===== src/rtl/geg_pkg.sv =====
// ----------------------------------------------------------------------------
// geg_pkg
// Types and constants shared by the gesture event gate.
// ----------------------------------------------------------------------------
`default_nettype none

package geg_pkg;

  localparam int CFG_IDX_W = 3;
  localparam int CFG_DAT_W = 16;

  localparam logic [CFG_IDX_W-1:0] CFG_STABLE   = 3'd0;
  localparam logic [CFG_IDX_W-1:0] CFG_REARM    = 3'd1;
  localparam logic [CFG_IDX_W-1:0] CFG_REFRACT  = 3'd2;
  localparam logic [CFG_IDX_W-1:0] CFG_ABORT    = 3'd3;
  localparam logic [CFG_IDX_W-1:0] CFG_HOLDOFF  = 3'd4;

  localparam logic [CFG_DAT_W-1:0] RST_STABLE  = 16'd3;
  localparam logic [CFG_DAT_W-1:0] RST_REARM   = 16'd2;
  localparam logic [CFG_DAT_W-1:0] RST_REFRACT = 16'd5;
  localparam logic [CFG_DAT_W-1:0] RST_ABORT   = 16'd2;
  localparam logic [CFG_DAT_W-1:0] RST_HOLDOFF = 16'd1;

  localparam logic [2:0] CODE_ABORT = 3'd3;

  localparam logic [1:0] CLS_REST    = 2'd0;
  localparam logic [1:0] CLS_NEXT    = 2'd1;
  localparam logic [1:0] CLS_CONFIRM = 2'd2;
  localparam logic [1:0] CLS_ABORT   = 2'd3;

  typedef struct packed {
    logic [2:0] class_code;
    logic       window_valid;
  } in_item_t;

  typedef struct packed {
    logic       fired;
    logic [1:0] event_class;
  } out_item_t;

  typedef struct packed {
    logic       clr;
    logic [1:0] cls;
  } cmd_t;

endpackage

`default_nettype wire


===== src/rtl/geg_front.sv =====
// ----------------------------------------------------------------------------
// geg_front
// Accepts window decisions and classifies them into gate commands.
// ----------------------------------------------------------------------------
`default_nettype none

module geg_front (
  input  wire              in_valid,
  input  geg_pkg::in_item_t in_data,
  output logic             in_stall,
  input  wire              q_full,
  output logic             push,
  output geg_pkg::cmd_t    push_cmd
);
  import geg_pkg::*;

  assign in_stall = q_full;
  assign push     = in_valid & ~q_full;

  always_comb begin
    push_cmd.clr = ~in_data.window_valid || (in_data.class_code > CODE_ABORT);
    push_cmd.cls = in_data.class_code[1:0];
  end

endmodule

`default_nettype wire


===== src/rtl/geg_queue.sv =====
// ----------------------------------------------------------------------------
// geg_queue
// Two-entry command queue between the front and back parts.
// ----------------------------------------------------------------------------
`default_nettype none

module geg_queue (
  input  wire           clk,
  input  wire           rst_n,
  input  wire           push,
  input  geg_pkg::cmd_t push_cmd,
  output logic          full,
  output logic          q_valid,
  output geg_pkg::cmd_t q_cmd,
  input  wire           pop
);
  import geg_pkg::*;

  cmd_t       ent_r [2];
  logic       wr_ptr_r, wr_ptr_nxt;
  logic       rd_ptr_r, rd_ptr_nxt;
  logic [1:0] cnt_r, cnt_nxt;
  logic       do_pop;

  assign full    = (cnt_r == 2'd2);
  assign q_valid = (cnt_r != 2'd0);
  assign q_cmd   = ent_r[rd_ptr_r];
  assign do_pop  = pop & q_valid;

  always_comb begin
    wr_ptr_nxt = push   ? ~wr_ptr_r : wr_ptr_r;
    rd_ptr_nxt = do_pop ? ~rd_ptr_r : rd_ptr_r;
    cnt_nxt    = cnt_r + {1'b0, push} - {1'b0, do_pop};
  end

  always_ff @(posedge clk) begin
    if (!rst_n) begin
      wr_ptr_r <= 1'b0;
      rd_ptr_r <= 1'b0;
      cnt_r    <= 2'd0;
    end else begin
      wr_ptr_r <= wr_ptr_nxt;
      rd_ptr_r <= rd_ptr_nxt;
      cnt_r    <= cnt_nxt;
    end
  end

  always_ff @(posedge clk) begin
    if (push) begin
      ent_r[wr_ptr_r] <= push_cmd;
    end
  end

endmodule

`default_nettype wire


===== src/rtl/geg_back.sv =====
// ----------------------------------------------------------------------------
// geg_back
// Gate state, settings registers and the result register.
// ----------------------------------------------------------------------------
`default_nettype none

module geg_back #(
  parameter int COUNT_WIDTH = 16
) (
  input  wire                              clk,
  input  wire                              rst_n,
  input  wire                              cfg_valid,
  input  wire  [geg_pkg::CFG_IDX_W-1:0]    cfg_index,
  input  wire  [geg_pkg::CFG_DAT_W-1:0]    cfg_data,
  input  wire                              q_valid,
  input  geg_pkg::cmd_t                    q_cmd,
  output logic                             pop,
  output logic                             out_valid,
  input  wire                              out_stall,
  output geg_pkg::out_item_t               out_data
);
  import geg_pkg::*;

  localparam int CW = COUNT_WIDTH;
  localparam int WW = (COUNT_WIDTH > CFG_DAT_W) ? COUNT_WIDTH : CFG_DAT_W;
  localparam logic [CW-1:0] CMAX = {CW{1'b1}};

  function automatic logic [CW-1:0] sat_cfg(input logic [CFG_DAT_W-1:0] v);
    logic [WW-1:0] w;
    w = WW'(v);
    if (w > WW'(CMAX)) return CMAX;
    return w[CW-1:0];
  endfunction

  function automatic logic [CW-1:0] bump(input logic [CW-1:0] v);
    return (v != CMAX) ? v + CW'(1) : v;
  endfunction

  logic [CFG_DAT_W-1:0] stable_r, rearm_r, refract_r, abort_r, holdoff_cfg_r;

  logic [CW-1:0] grun_r, grun_nxt;
  logic [CW-1:0] rrun_r, rrun_nxt;
  logic [CW-1:0] arun_r, arun_nxt;
  logic [CW-1:0] refr_r, refr_nxt;
  logic [CW-1:0] hold_r, hold_nxt;
  logic [1:0]    pend_r, pend_nxt;
  logic          pend_v_r, pend_v_nxt;
  logic          armed_r, armed_nxt;
  logic          latch_r, latch_nxt;
  logic          rest_r, rest_nxt;

  logic          out_valid_r, out_valid_nxt;
  out_item_t     out_r, out_nxt;

  logic [CW-1:0] refr_dec, hold_cur, cnt_tmp;

  assign pop       = q_valid & (~out_valid_r | ~out_stall);
  assign out_valid = out_valid_r;
  assign out_data  = out_r;

  always_ff @(posedge clk) begin
    if (!rst_n) begin
      stable_r      <= RST_STABLE;
      rearm_r       <= RST_REARM;
      refract_r     <= RST_REFRACT;
      abort_r       <= RST_ABORT;
      holdoff_cfg_r <= RST_HOLDOFF;
    end else if (cfg_valid) begin
      case (cfg_index)
        CFG_STABLE:  stable_r      <= cfg_data;
        CFG_REARM:   rearm_r       <= cfg_data;
        CFG_REFRACT: refract_r     <= cfg_data;
        CFG_ABORT:   abort_r       <= cfg_data;
        CFG_HOLDOFF: holdoff_cfg_r <= cfg_data;
        default: ;
      endcase
    end
  end

  always_comb begin
    grun_nxt   = grun_r;
    rrun_nxt   = rrun_r;
    arun_nxt   = arun_r;
    refr_nxt   = refr_r;
    hold_nxt   = hold_r;
    pend_nxt   = pend_r;
    pend_v_nxt = pend_v_r;
    armed_nxt  = armed_r;
    latch_nxt  = latch_r;
    rest_nxt   = rest_r;
    out_nxt    = '0;
    cnt_tmp    = '0;
    refr_dec   = (refr_r != '0) ? refr_r - CW'(1) : refr_r;
    hold_cur   = rest_r ? sat_cfg(holdoff_cfg_r) : hold_r;

    if (q_cmd.clr) begin
      grun_nxt   = '0;
      rrun_nxt   = '0;
      arun_nxt   = '0;
      refr_nxt   = '0;
      hold_nxt   = '0;
      pend_nxt   = CLS_REST;
      pend_v_nxt = 1'b0;
      armed_nxt  = 1'b0;
      latch_nxt  = 1'b0;
      rest_nxt   = 1'b1;
    end else if (q_cmd.cls == CLS_REST) begin
      refr_nxt   = refr_dec;
      rest_nxt   = 1'b1;
      hold_nxt   = '0;
      pend_v_nxt = 1'b0;
      grun_nxt   = '0;
      arun_nxt   = '0;
      rrun_nxt   = bump(rrun_r);
      if (rrun_nxt >= sat_cfg(rearm_r) && refr_dec == '0) begin
        armed_nxt = 1'b1;
        latch_nxt = 1'b0;
      end
    end else begin
      refr_nxt = refr_dec;
      rrun_nxt = '0;
      rest_nxt = 1'b0;
      if (hold_cur != '0) begin
        hold_nxt   = hold_cur - CW'(1);
        pend_v_nxt = 1'b0;
        grun_nxt   = '0;
        arun_nxt   = '0;
      end else begin
        hold_nxt = '0;
        if (q_cmd.cls == CLS_ABORT) begin
          pend_v_nxt = 1'b0;
          grun_nxt   = '0;
          arun_nxt   = bump(arun_r);
          if (arun_nxt >= sat_cfg(abort_r) && !latch_r) begin
            latch_nxt         = 1'b1;
            armed_nxt         = 1'b0;
            refr_nxt          = sat_cfg(refract_r);
            out_nxt.fired       = 1'b1;
            out_nxt.event_class = CLS_ABORT;
          end
        end else begin
          arun_nxt = '0;
          if (!armed_r || refr_dec != '0) begin
            pend_v_nxt = 1'b0;
            grun_nxt   = '0;
          end else begin
            if (pend_v_r && q_cmd.cls == pend_r) begin
              cnt_tmp = bump(grun_r);
            end else begin
              cnt_tmp = CW'(1);
            end
            pend_nxt   = q_cmd.cls;
            pend_v_nxt = 1'b1;
            grun_nxt   = cnt_tmp;
            if (cnt_tmp >= sat_cfg(stable_r)) begin
              out_nxt.fired       = 1'b1;
              out_nxt.event_class = q_cmd.cls;
              armed_nxt  = 1'b0;
              pend_v_nxt = 1'b0;
              grun_nxt   = '0;
              refr_nxt   = sat_cfg(refract_r);
            end
          end
        end
      end
    end
  end

  always_comb begin
    out_valid_nxt = out_valid_r;
    if (pop) begin
      out_valid_nxt = 1'b1;
    end else if (!out_stall) begin
      out_valid_nxt = 1'b0;
    end
  end

  always_ff @(posedge clk) begin
    if (!rst_n) begin
      grun_r      <= '0;
      rrun_r      <= '0;
      arun_r      <= '0;
      refr_r      <= '0;
      hold_r      <= '0;
      pend_r      <= CLS_REST;
      pend_v_r    <= 1'b0;
      armed_r     <= 1'b0;
      latch_r     <= 1'b0;
      rest_r      <= 1'b1;
      out_valid_r <= 1'b0;
    end else begin
      out_valid_r <= out_valid_nxt;
      if (pop) begin
        grun_r   <= grun_nxt;
        rrun_r   <= rrun_nxt;
        arun_r   <= arun_nxt;
        refr_r   <= refr_nxt;
        hold_r   <= hold_nxt;
        pend_r   <= pend_nxt;
        pend_v_r <= pend_v_nxt;
        armed_r  <= armed_nxt;
        latch_r  <= latch_nxt;
        rest_r   <= rest_nxt;
      end
    end
  end

  always_ff @(posedge clk) begin
    if (pop) begin
      out_r <= out_nxt;
    end
  end

  a_fired_class: assert property (@(posedge clk) disable iff (!rst_n)
    out_valid_r |-> (out_r.fired == (out_r.event_class != CLS_REST)))
    else $error("fired flag and event class disagree");

  a_clear_state: assert property (@(posedge clk) disable iff (!rst_n)
    pop && q_cmd.clr |=> !armed_r && !latch_r && rest_r && !pend_v_r)
    else $error("clear command left gate state behind");

  a_abort_latch: assert property (@(posedge clk) disable iff (!rst_n)
    pop && out_nxt.fired && out_nxt.event_class == CLS_ABORT |=> latch_r && !armed_r)
    else $error("abort event did not latch and disarm");

  a_event_disarm: assert property (@(posedge clk) disable iff (!rst_n)
    pop && out_nxt.fired |=> !armed_r && !pend_v_r && grun_r == '0)
    else $error("gate still armed after an event");

endmodule

`default_nettype wire


===== src/rtl/gesture_event_gate.sv =====
// ----------------------------------------------------------------------------
// gesture_event_gate
// Turns per-window classifier decisions into single gesture events.
//
//   channel | ports                              | direction
//   --------+------------------------------------+----------
//   in      | in_valid, in_stall, in_data        | window decision in
//   out     | out_valid, out_stall, out_data     | one result per window out
//   cfg     | cfg_valid, cfg_ready, cfg_index,   | settings register write
//           | cfg_data                           |
//
// One window per clock while out_stall is low. A command is registered in
// the queue, then in the result register. The queue holds two commands, so
// the input stalls only once both the queue and the result register are full.
// Synchronous active-low reset restores the default settings and gate state.
// cfg_ready is always high.
// ----------------------------------------------------------------------------
`default_nettype none

module gesture_event_gate #(
  parameter int COUNT_WIDTH = 16
) (
  input  wire                            clk,
  input  wire                            rst_n,
  input  wire                            in_valid,
  output logic                           in_stall,
  input  geg_pkg::in_item_t              in_data,
  output logic                           out_valid,
  input  wire                            out_stall,
  output geg_pkg::out_item_t             out_data,
  input  wire                            cfg_valid,
  output logic                           cfg_ready,
  input  wire  [geg_pkg::CFG_IDX_W-1:0]  cfg_index,
  input  wire  [geg_pkg::CFG_DAT_W-1:0]  cfg_data
);
  import geg_pkg::*;

  logic q_full, push, q_valid, pop;
  cmd_t push_cmd, q_cmd;

  assign cfg_ready = 1'b1;

  geg_front u_front (
    .in_valid (in_valid),
    .in_data  (in_data),
    .in_stall (in_stall),
    .q_full   (q_full),
    .push     (push),
    .push_cmd (push_cmd)
  );

  geg_queue u_queue (
    .clk      (clk),
    .rst_n    (rst_n),
    .push     (push),
    .push_cmd (push_cmd),
    .full     (q_full),
    .q_valid  (q_valid),
    .q_cmd    (q_cmd),
    .pop      (pop)
  );

  geg_back #(
    .COUNT_WIDTH (COUNT_WIDTH)
  ) u_back (
    .clk       (clk),
    .rst_n     (rst_n),
    .cfg_valid (cfg_valid & cfg_ready),
    .cfg_index (cfg_index),
    .cfg_data  (cfg_data),
    .q_valid   (q_valid),
    .q_cmd     (q_cmd),
    .pop       (pop),
    .out_valid (out_valid),
    .out_stall (out_stall),
    .out_data  (out_data)
  );

endmodule

`default_nettype wire

===== config.mk =====
export PLATFORM = sky130hd
export DESIGN_NAME = gesture_event_gate
export DESIGN_NICKNAME = d
export VERILOG_FILES = /design/src/rtl/geg_pkg.sv /design/src/rtl/geg_front.sv /design/src/rtl/geg_queue.sv /design/src/rtl/geg_back.sv /design/src/rtl/gesture_event_gate.sv
export SDC_FILE = /design/constraint.sdc
export NUM_CORES = 1
export LEC_CHECK = 0
export ABC_AREA = 1
export BUFFER_PORTS_ARGS = -buffer_cell sky130_fd_sc_hd__buf_2
export CORE_ASPECT_RATIO = 1.2
export CORE_MARGIN = 2
export CORE_UTILIZATION = 45
export DETAILED_ROUTE_END_ITERATION = 8
export PLACE_DENSITY = 0.62
export SLEW_MARGIN = 20
export SYNTH_ARGS = -nofsm -noshare
export SYNTH_HDL_FRONTEND = slang
export SYNTH_HIERARCHICAL = 1
export SYNTH_SLANG_ARGS = --single-unit
export TNS_END_PERCENT = 20

===== constraint.sdc =====
create_clock -name clk -period 4.85 [get_ports clk]
set_clock_uncertainty 0.15 [all_clocks]
set_input_delay 0.485 -clock clk [delete_from_list [all_inputs] [get_ports clk]]
set_output_delay 0.485 -clock clk [all_outputs]
set_load 0.02 [all_outputs]

==> impl_metrics.env, run 1 <==
export IMPL_status="completed"
export IMPL_fin_crit_ps=4190
export IMPL_synth_edff_count=9
export IMPL_route_detailed_drc=0
export IMPL_ys_warn_count=6
export IMPL_die_width_um=146
export IMPL_leakagePower_uw=0.00502
export IMPL_p_int_uw=4260
export IMPL_p_clk_frac=0.156
export IMPL_vias_per_cell=5.20
export IMPL_dp_slack_ps=657
export IMPL_grt_overflow=0
export IMPL_pwr_share_comb=0.646
export IMPL_cts_hold_buf=0
export IMPL_synth_most_common_cell="nand2_1"
export IMPL_critPathKind="reg -> reg"
export IMPL_drv_slew=0
export IMPL_track_usage=0.227
export IMPL_seqPwrFrac=0.198
export IMPL_grt_first_pass_wirelength_um=47100
export IMPL_dp_hpwl_um=20500
export IMPL_p_sw_frac=0.526
export IMPL_rsz0062_at_grt="no"
export IMPL_drt_iter0_drc=630
export IMPL_cp_end_kind="flip-flop"
export IMPL_core_area_um2=23800
export IMPL_hold_violations=0
export IMPL_required_ps=5030
export IMPL_syn_area_per_cell_um2=6.56
export IMPL_wl_um=28900
export IMPL_setup_viol=0
export IMPL_first_pass_iters=5
export IMPL_placementRows=62
export IMPL_yosys_area_top_type="dfxtp_1"
export IMPL_fin_ws_ps=663
export IMPL_synth_top_cell_area_share=0.317
export IMPL_antenna_found_initial=0
export IMPL_wl_per_cell_um=14.5
export IMPL_fmax_ghz=0.239
export IMPL_numCtsBuffers=17
export IMPL_arrival_ps=4370
export IMPL_critPathMaxFanout=27
export IMPL_synth_seq_cells=181
export IMPL_slew_headroom=0.327
export IMPL_start_util=0.457
export IMPL_n_antenna_cell=0
export IMPL_grt_start_max_net_pins=86
export IMPL_maxCapViolations=0
export IMPL_ios=34
export IMPL_cts_max_level=4
export IMPL_peakVddDrop_mv=0.538
export IMPL_io_buffers=32
export IMPL_synth_nets=1743
export IMPL_p_per_area_nw_per_um2=761
export IMPL_cpPeakStageDelay_ps=390
export IMPL_ys_top_cells_by_count="405 x nand2_1, 212 x a21oi_1, 206 x inv_1"
export IMPL_clk_latency_ps=430
export IMPL_cpMaxStageDelayCell="dfxtp_1"
export IMPL_tritoncts="yes"
export IMPL_async_flop_share=0
export IMPL_cp_start_kind="flip-flop"
export IMPL_area_delta_synth_final_pct=8.57
export IMPL_final_setup_tns_ps=0
export IMPL_worst_pin_slew_ps=1000
export IMPL_ant_nets=0
export IMPL_cts_setup_buffers=0
export IMPL_drive_gt1_frac=0.0689
export IMPL_synthFlopType="dfxtp_1"
export IMPL_cts_root_buf="clkbuf_16"
export IMPL_p_sw_uw=4730
export IMPL_nNetsFinal=1739
export IMPL_cts_sinks=181
export IMPL_synthTopCellsByArea="dfxtp_1 32%, nand2_1 14%, a21oi_1 9.8%"
export IMPL_die_area_um2=25400
export IMPL_routabilityCongestion=0.856
export IMPL_synth_area_um2=10900
export IMPL_vias=10300
export IMPL_cts_max_path_buffers=2
export IMPL_min_period_over_period=0.863
export IMPL_synth_cell_types=50
export IMPL_hp_class="in -> reg"
export IMPL_syn_inst=1659
export IMPL_grt_pass1_vias=9629
export IMPL_chipHeight_um=174
export IMPL_clk_pin_slew_ps=70
export IMPL_synth_seq_area_share=0.341
registers in the layout, summed over array words and instances, names as in the netlist, named ones only:
register and cells:
u_back/abort_r 16, u_back/arun_r 16, u_back/grun_r 16, u_back/hold_r 16
u_back/holdoff_cfg_r 16, u_back/rearm_r 16, u_back/refr_r 16, u_back/refract_r 16
u_back/rrun_r 16, u_back/stable_r 16, u_queue/ent_r 6, u_back/out_data 3
u_back/pend_r 2, u_queue/cnt_r 2, u_back/armed_r 1, u_back/latch_r 1
u_back/out_valid 1, u_back/pend_v_r 1, u_back/rest_r 1, u_queue/rd_ptr_r 1
u_queue/wr_ptr_r 1
stage by stage:
stage / cells / hold slack (ps) / instance area, um2 / util / total power (uW)
final: 1988 / 98.1 / 11800 / 0.496 / 8990
after global placement: 1956 / 286 / 11200 / 0.471 / 7490
after detailed placement: 1956 / 289 / 11200 / 0.471 / 7540
after floorplan: 1659 / 271 / 10900 / - / 6440
after global routing: 1988 / 74.4 / 11800 / 0.496 / 10000
after CTS: 1988 / 73.8 / 11800 / 0.496 / 8980
worst max-delay path, delay by kind of cell (launching register included):
kind / cells / cell delay (ps)
buf+inv: 3 / 500
flops: 1 / 390
fa+ha+maj: 2 / 510
compound gates: 4 / 520
simple gates: 16 / 2050
routing by layer:
metal  track usage  part of all wire  wire length [um]  vias to the layer above
met5             0                 0                 0                        -
met4        0.0670             0.016               466                        0
met3        0.0409             0.043              1230                       32
met2         0.399              0.49             14100                      213
met1         0.284              0.45             13000                     4717
li1              -                 -                 -                     5379
cells in the final DEF, fill, tap and decap left out, types with 4 or more instances in the layout:
cell type	netlist	layout
a21oi_1	212	212
a31oi_1	5	5
buf_2	1	32
buf_4	7	7
clkbuf_16	0	17
clkinv_1	1	4
clkinv_2	2	4
dfxtp_1	172	172
edfxtp_1	9	9
ha_1	56	56
inv_1	206	206
inv_2	5	4
nand2_1	405	403
nand2_2	8	10
nand3_1	65	65
nand4_1	27	27
nor2_1	175	175
nor2_2	8	8
nor2_4	5	5
nor3_1	23	23
nor4_1	5	5
o21a_1	5	5
o21ai_0	120	120
o21ai_1	5	5
o22ai_1	9	9
or2_2	6	6
xnor2_1	5	5
xor2_1	24	24
worst paths after layout:
kind                                   startpoint                                   end  slack, ps  cells after the start
max                 u_back/grun_r[1]$_SDFFE_PN0P_         u_back/grun_r[8]$_SDFFE_PN0P_        660                     25
min                                    in_data[2]         u_queue/ent_r[1][1]$_DFFE_PP_        100                      1
max reg2reg         u_back/grun_r[1]$_SDFFE_PN0P_         u_back/grun_r[8]$_SDFFE_PN0P_        660                     25
min reg2reg  u_back/holdoff_cfg_r[0]$_SDFFE_PN1P_  u_back/holdoff_cfg_r[0]$_SDFFE_PN1P_        300                      2
final cells by class:
type                    count  area [um2]
clock buffers              19         433
clock inverters            13         155
fillers                  2450       12000
inverters                 214         807
multi-input cells        1202        6090
flip-flops and latches    181        3710
well taps                 320         400
repair buffers             39         213
power groups by stage:
stage,combinational (uW),sequential [uW],clock [uW]
final,5800,1780,1410
after CTS,5760,1780,1430
after detailed placement,5720,1810,0
after global placement,5680,1810,0
after global routing,6740,1800,1490
after floorplan,4660,1790,0
cells by family after synthesis:
logic type	count (synthesis)	synth area share
adder cells (fa/ha/maj)	56	0.0644
AO/OA/AOI/OAI	366	0.174
XOR/XNOR	29	0.0234
buffers and inverters	276	0.0994
flip-flops	181	0.341
multiplexers	5	0.00495
other	1	0.000345
AND/OR/NAND/NOR	745	0.292
repair_timing:
item,in CTS,in global routing
resized for setup,0,1
setup endpoints to repair,0,1
hold endpoints to repair,0,0
(Power assumes the default switching activity.)
==> run 2, diff against run 1 <==
--- a/config.mk
+++ b/config.mk
@@ -12,6 +12,7 @@
 export CORE_UTILIZATION = 45
 export DETAILED_ROUTE_END_ITERATION = 8
 export PLACE_DENSITY = 0.62
+export REMOVE_ABC_BUFFERS = 1
 export SLEW_MARGIN = 20
 export SYNTH_ARGS = -nofsm -noshare
 export SYNTH_HDL_FRONTEND = slang
==> run 2 against run 1 <==
  * Non-clock buffer count grew 2
  * Clock power grew 5%
  * Maximum frequency shrank 1.5%
==> impl_metrics.env, run 2 (same netlist as run 1, synthesis figures left out) <==
export IMPL_p_per_area_nw_per_um2=767
export IMPL_chipHeight_um=174
export IMPL_hold_path_endpoint="u_queue/ent_r[0][1]$_DFFE_PP_"
export IMPL_nNetsFinal=1741
export IMPL_cts_root_buf="clkbuf_16"
export IMPL_io_buffers=32
export IMPL_core_area_um2=23800
export IMPL_status="completed"
export IMPL_antenna_found_initial=0
export IMPL_track_usage=0.234
export IMPL_setup_viol=0
export IMPL_min_period_over_period=0.877
export IMPL_placementRows=62
export IMPL_route_detailed_drc=0
export IMPL_r2r_end="u_back/out_data[0]$_SDFFCE_PP0P_"
export IMPL_cts_hold_buf=0
export IMPL_fin_cells=1990
export IMPL_fmax_ghz=0.235
export IMPL_cts_sinks=181
export IMPL_fin_crit_ps=4250
export IMPL_numCtsBuffers=17
export IMPL_required_ps=4960
export IMPL_slew_headroom=0.337
export IMPL_wl_per_cell_um=14.8
export IMPL_start_util=0.457
export IMPL_worst_pin_slew_ps=988
export IMPL_tritoncts="yes"
export IMPL_holdPathStages=1
export IMPL_vias_per_cell=5.24
export IMPL_postCtsResizedCells=0
export IMPL_cts_max_path_buffers=2
export IMPL_dp_hpwl_um=21200
export IMPL_leakagePower_uw=0.00507
export IMPL_grt_pass1_vias=9852
export IMPL_layout_commonest_cell="nand2_1"
export IMPL_n_antenna_cell=0
export IMPL_die_area_um2=25400
export IMPL_drive_gt1_frac=0.0725
export IMPL_rsz0062_at_grt="no"
export IMPL_p_total_uw=9100
export IMPL_final_setup_tns_ps=0
export IMPL_hold_violations=0
export IMPL_cp_start_kind="flip-flop"
export IMPL_cp_end_kind="flip-flop"
export IMPL_hp_start="in_data[2]"
export IMPL_first_pass_iters=5
export IMPL_nFillCells=2463
export IMPL_drt_iter0_drc=690
export IMPL_routabilityCongestion=0.911
export IMPL_cts_setup_buffers=0
export IMPL_area_delta_synth_final_pct=9.06
export IMPL_clk_latency_ps=440
export IMPL_critPathKind="reg -> reg"
export IMPL_grt_first_pass_wirelength_um=48400
export IMPL_placed_area_um2=11200
export IMPL_ios=34
export IMPL_r2r_cells=21
export IMPL_place_inst=1958
export IMPL_reg2reg_setup_slack_ps=600
export IMPL_vias=10400
export IMPL_critPathMaxFanout=15
export IMPL_ant_nets=0
export IMPL_grt_start_max_net_pins=86
export IMPL_grt_overflow=0
export IMPL_die_width_um=146
export IMPL_stdcell_area_um2=11900
export IMPL_maxCapViolations=0
export IMPL_wl_um=29500
export IMPL_arrival_ps=4370
export IMPL_clk_pin_slew_ps=80
export IMPL_timing_rr_start="u_back/arun_r[0]$_SDFFE_PN0P_"
export IMPL_final_cell_mix="404 x nand2_1, 212 x a21oi_1, 206 x inv_1"
export IMPL_cts_max_level=4
export IMPL_hp_class="in -> reg"
export IMPL_drv_slew=0
export IMPL_peakVddDrop_mv=0.560
==> run 2: cell count changes in the layout (fill, tap and decap cells not counted), moves of 2 or more <==
cell	before	now
buf_4	7	9
clkbuf_1	2	0
clkinv_1	4	1
clkinv_8	0	3
clkinvlp_4	3	0
inv_6	2	6
inv_8	0	3
==> run 2: cell type report <==
class	instances	area, um2	area share
Clock buffer	17	425	0.0359
Inverter	214	807	0.0680
Multi-Input combinational cell	1202	6080	0.513
Tap cell	320	400	0.0338
Timing Repair Buffer	41	228	0.0192
Clock inverter	15	204	0.0172
Sequential cell	181	3710	0.313
==> run 2: worst max-delay path by stage <==
stage / depth (start not counted) / slack [ps] / startpoint / end
final: 21 / 600 / u_back/arun_r[0]$_SDFFE_PN0P_ / u_back/out_data[0]$_SDFFCE_PP0P_
after global routing: 21 / 170 / u_back/arun_r[0]$_SDFFE_PN0P_ / u_back/out_data[0]$_SDFFCE_PP0P_
after CTS: 21 / 690 / u_back/arun_r[0]$_SDFFE_PN0P_ / u_back/out_data[0]$_SDFFCE_PP0P_
after detailed placement: 24 / 730 / u_back/grun_r[0]$_SDFFE_PN0P_ / u_back/grun_r[8]$_SDFFE_PN0P_
after global placement: 21 / 750 / u_back/arun_r[0]$_SDFFE_PN0P_ / u_back/out_data[0]$_SDFFCE_PP0P_
after floorplan: 24 / 1040 / u_back/grun_r[0]$_SDFFE_PN0P_ / u_back/grun_r[8]$_SDFFE_PN0P_
==> run 2: critical path, stage by stage, from the launching register on <==
cell	delay, ps
dfxtp_1	390
ha_1	200
nand2_1	60
inv_1	70
nand4_1	90
nor2_1	140
nand4_1	120
nor4_1	340
inv_1	120
nor2_1	150
a21oi_1	110
ha_1	280
nand2_1	70
nor4_1	360
nand2_1	90
nand3_1	150
nand2_1	200
inv_1	90
nand2_1	350
o21ai_0	260
nand2_1	130
nor3_1	160
==> run 2: power by group <==
group          switching (uW)  internal (uW)  total [uW]
Clock                     683            795        1480
Sequential                133           1650        1780
Combinational            4020           1820        5840
Total                    4840           4260        9100
==> run 2: routing by layer <==
metal	up-vias	GRT usage	wire length [um]
met3	38	0.0331	1180
met2	232	0.412	14100
met4	0	0.0690	574
met5	-	0	0
met1	4786	0.296	13600
li1	5375	-	-
==> run 2: per-stage QoR <==
stage / setup WS, ps / hold slack [ps] / utilization
3_5_place_dp: 734 / 299 / 0.472
3_3_place_gp: 749 / 281 / 0.472
5_1_grt: 166 / 89.9 / 0.498
4_1_cts: 685 / 81.1 / 0.498
6_report: 598 / 100 / 0.498
2_1_floorplan: 1040 / 271 / -
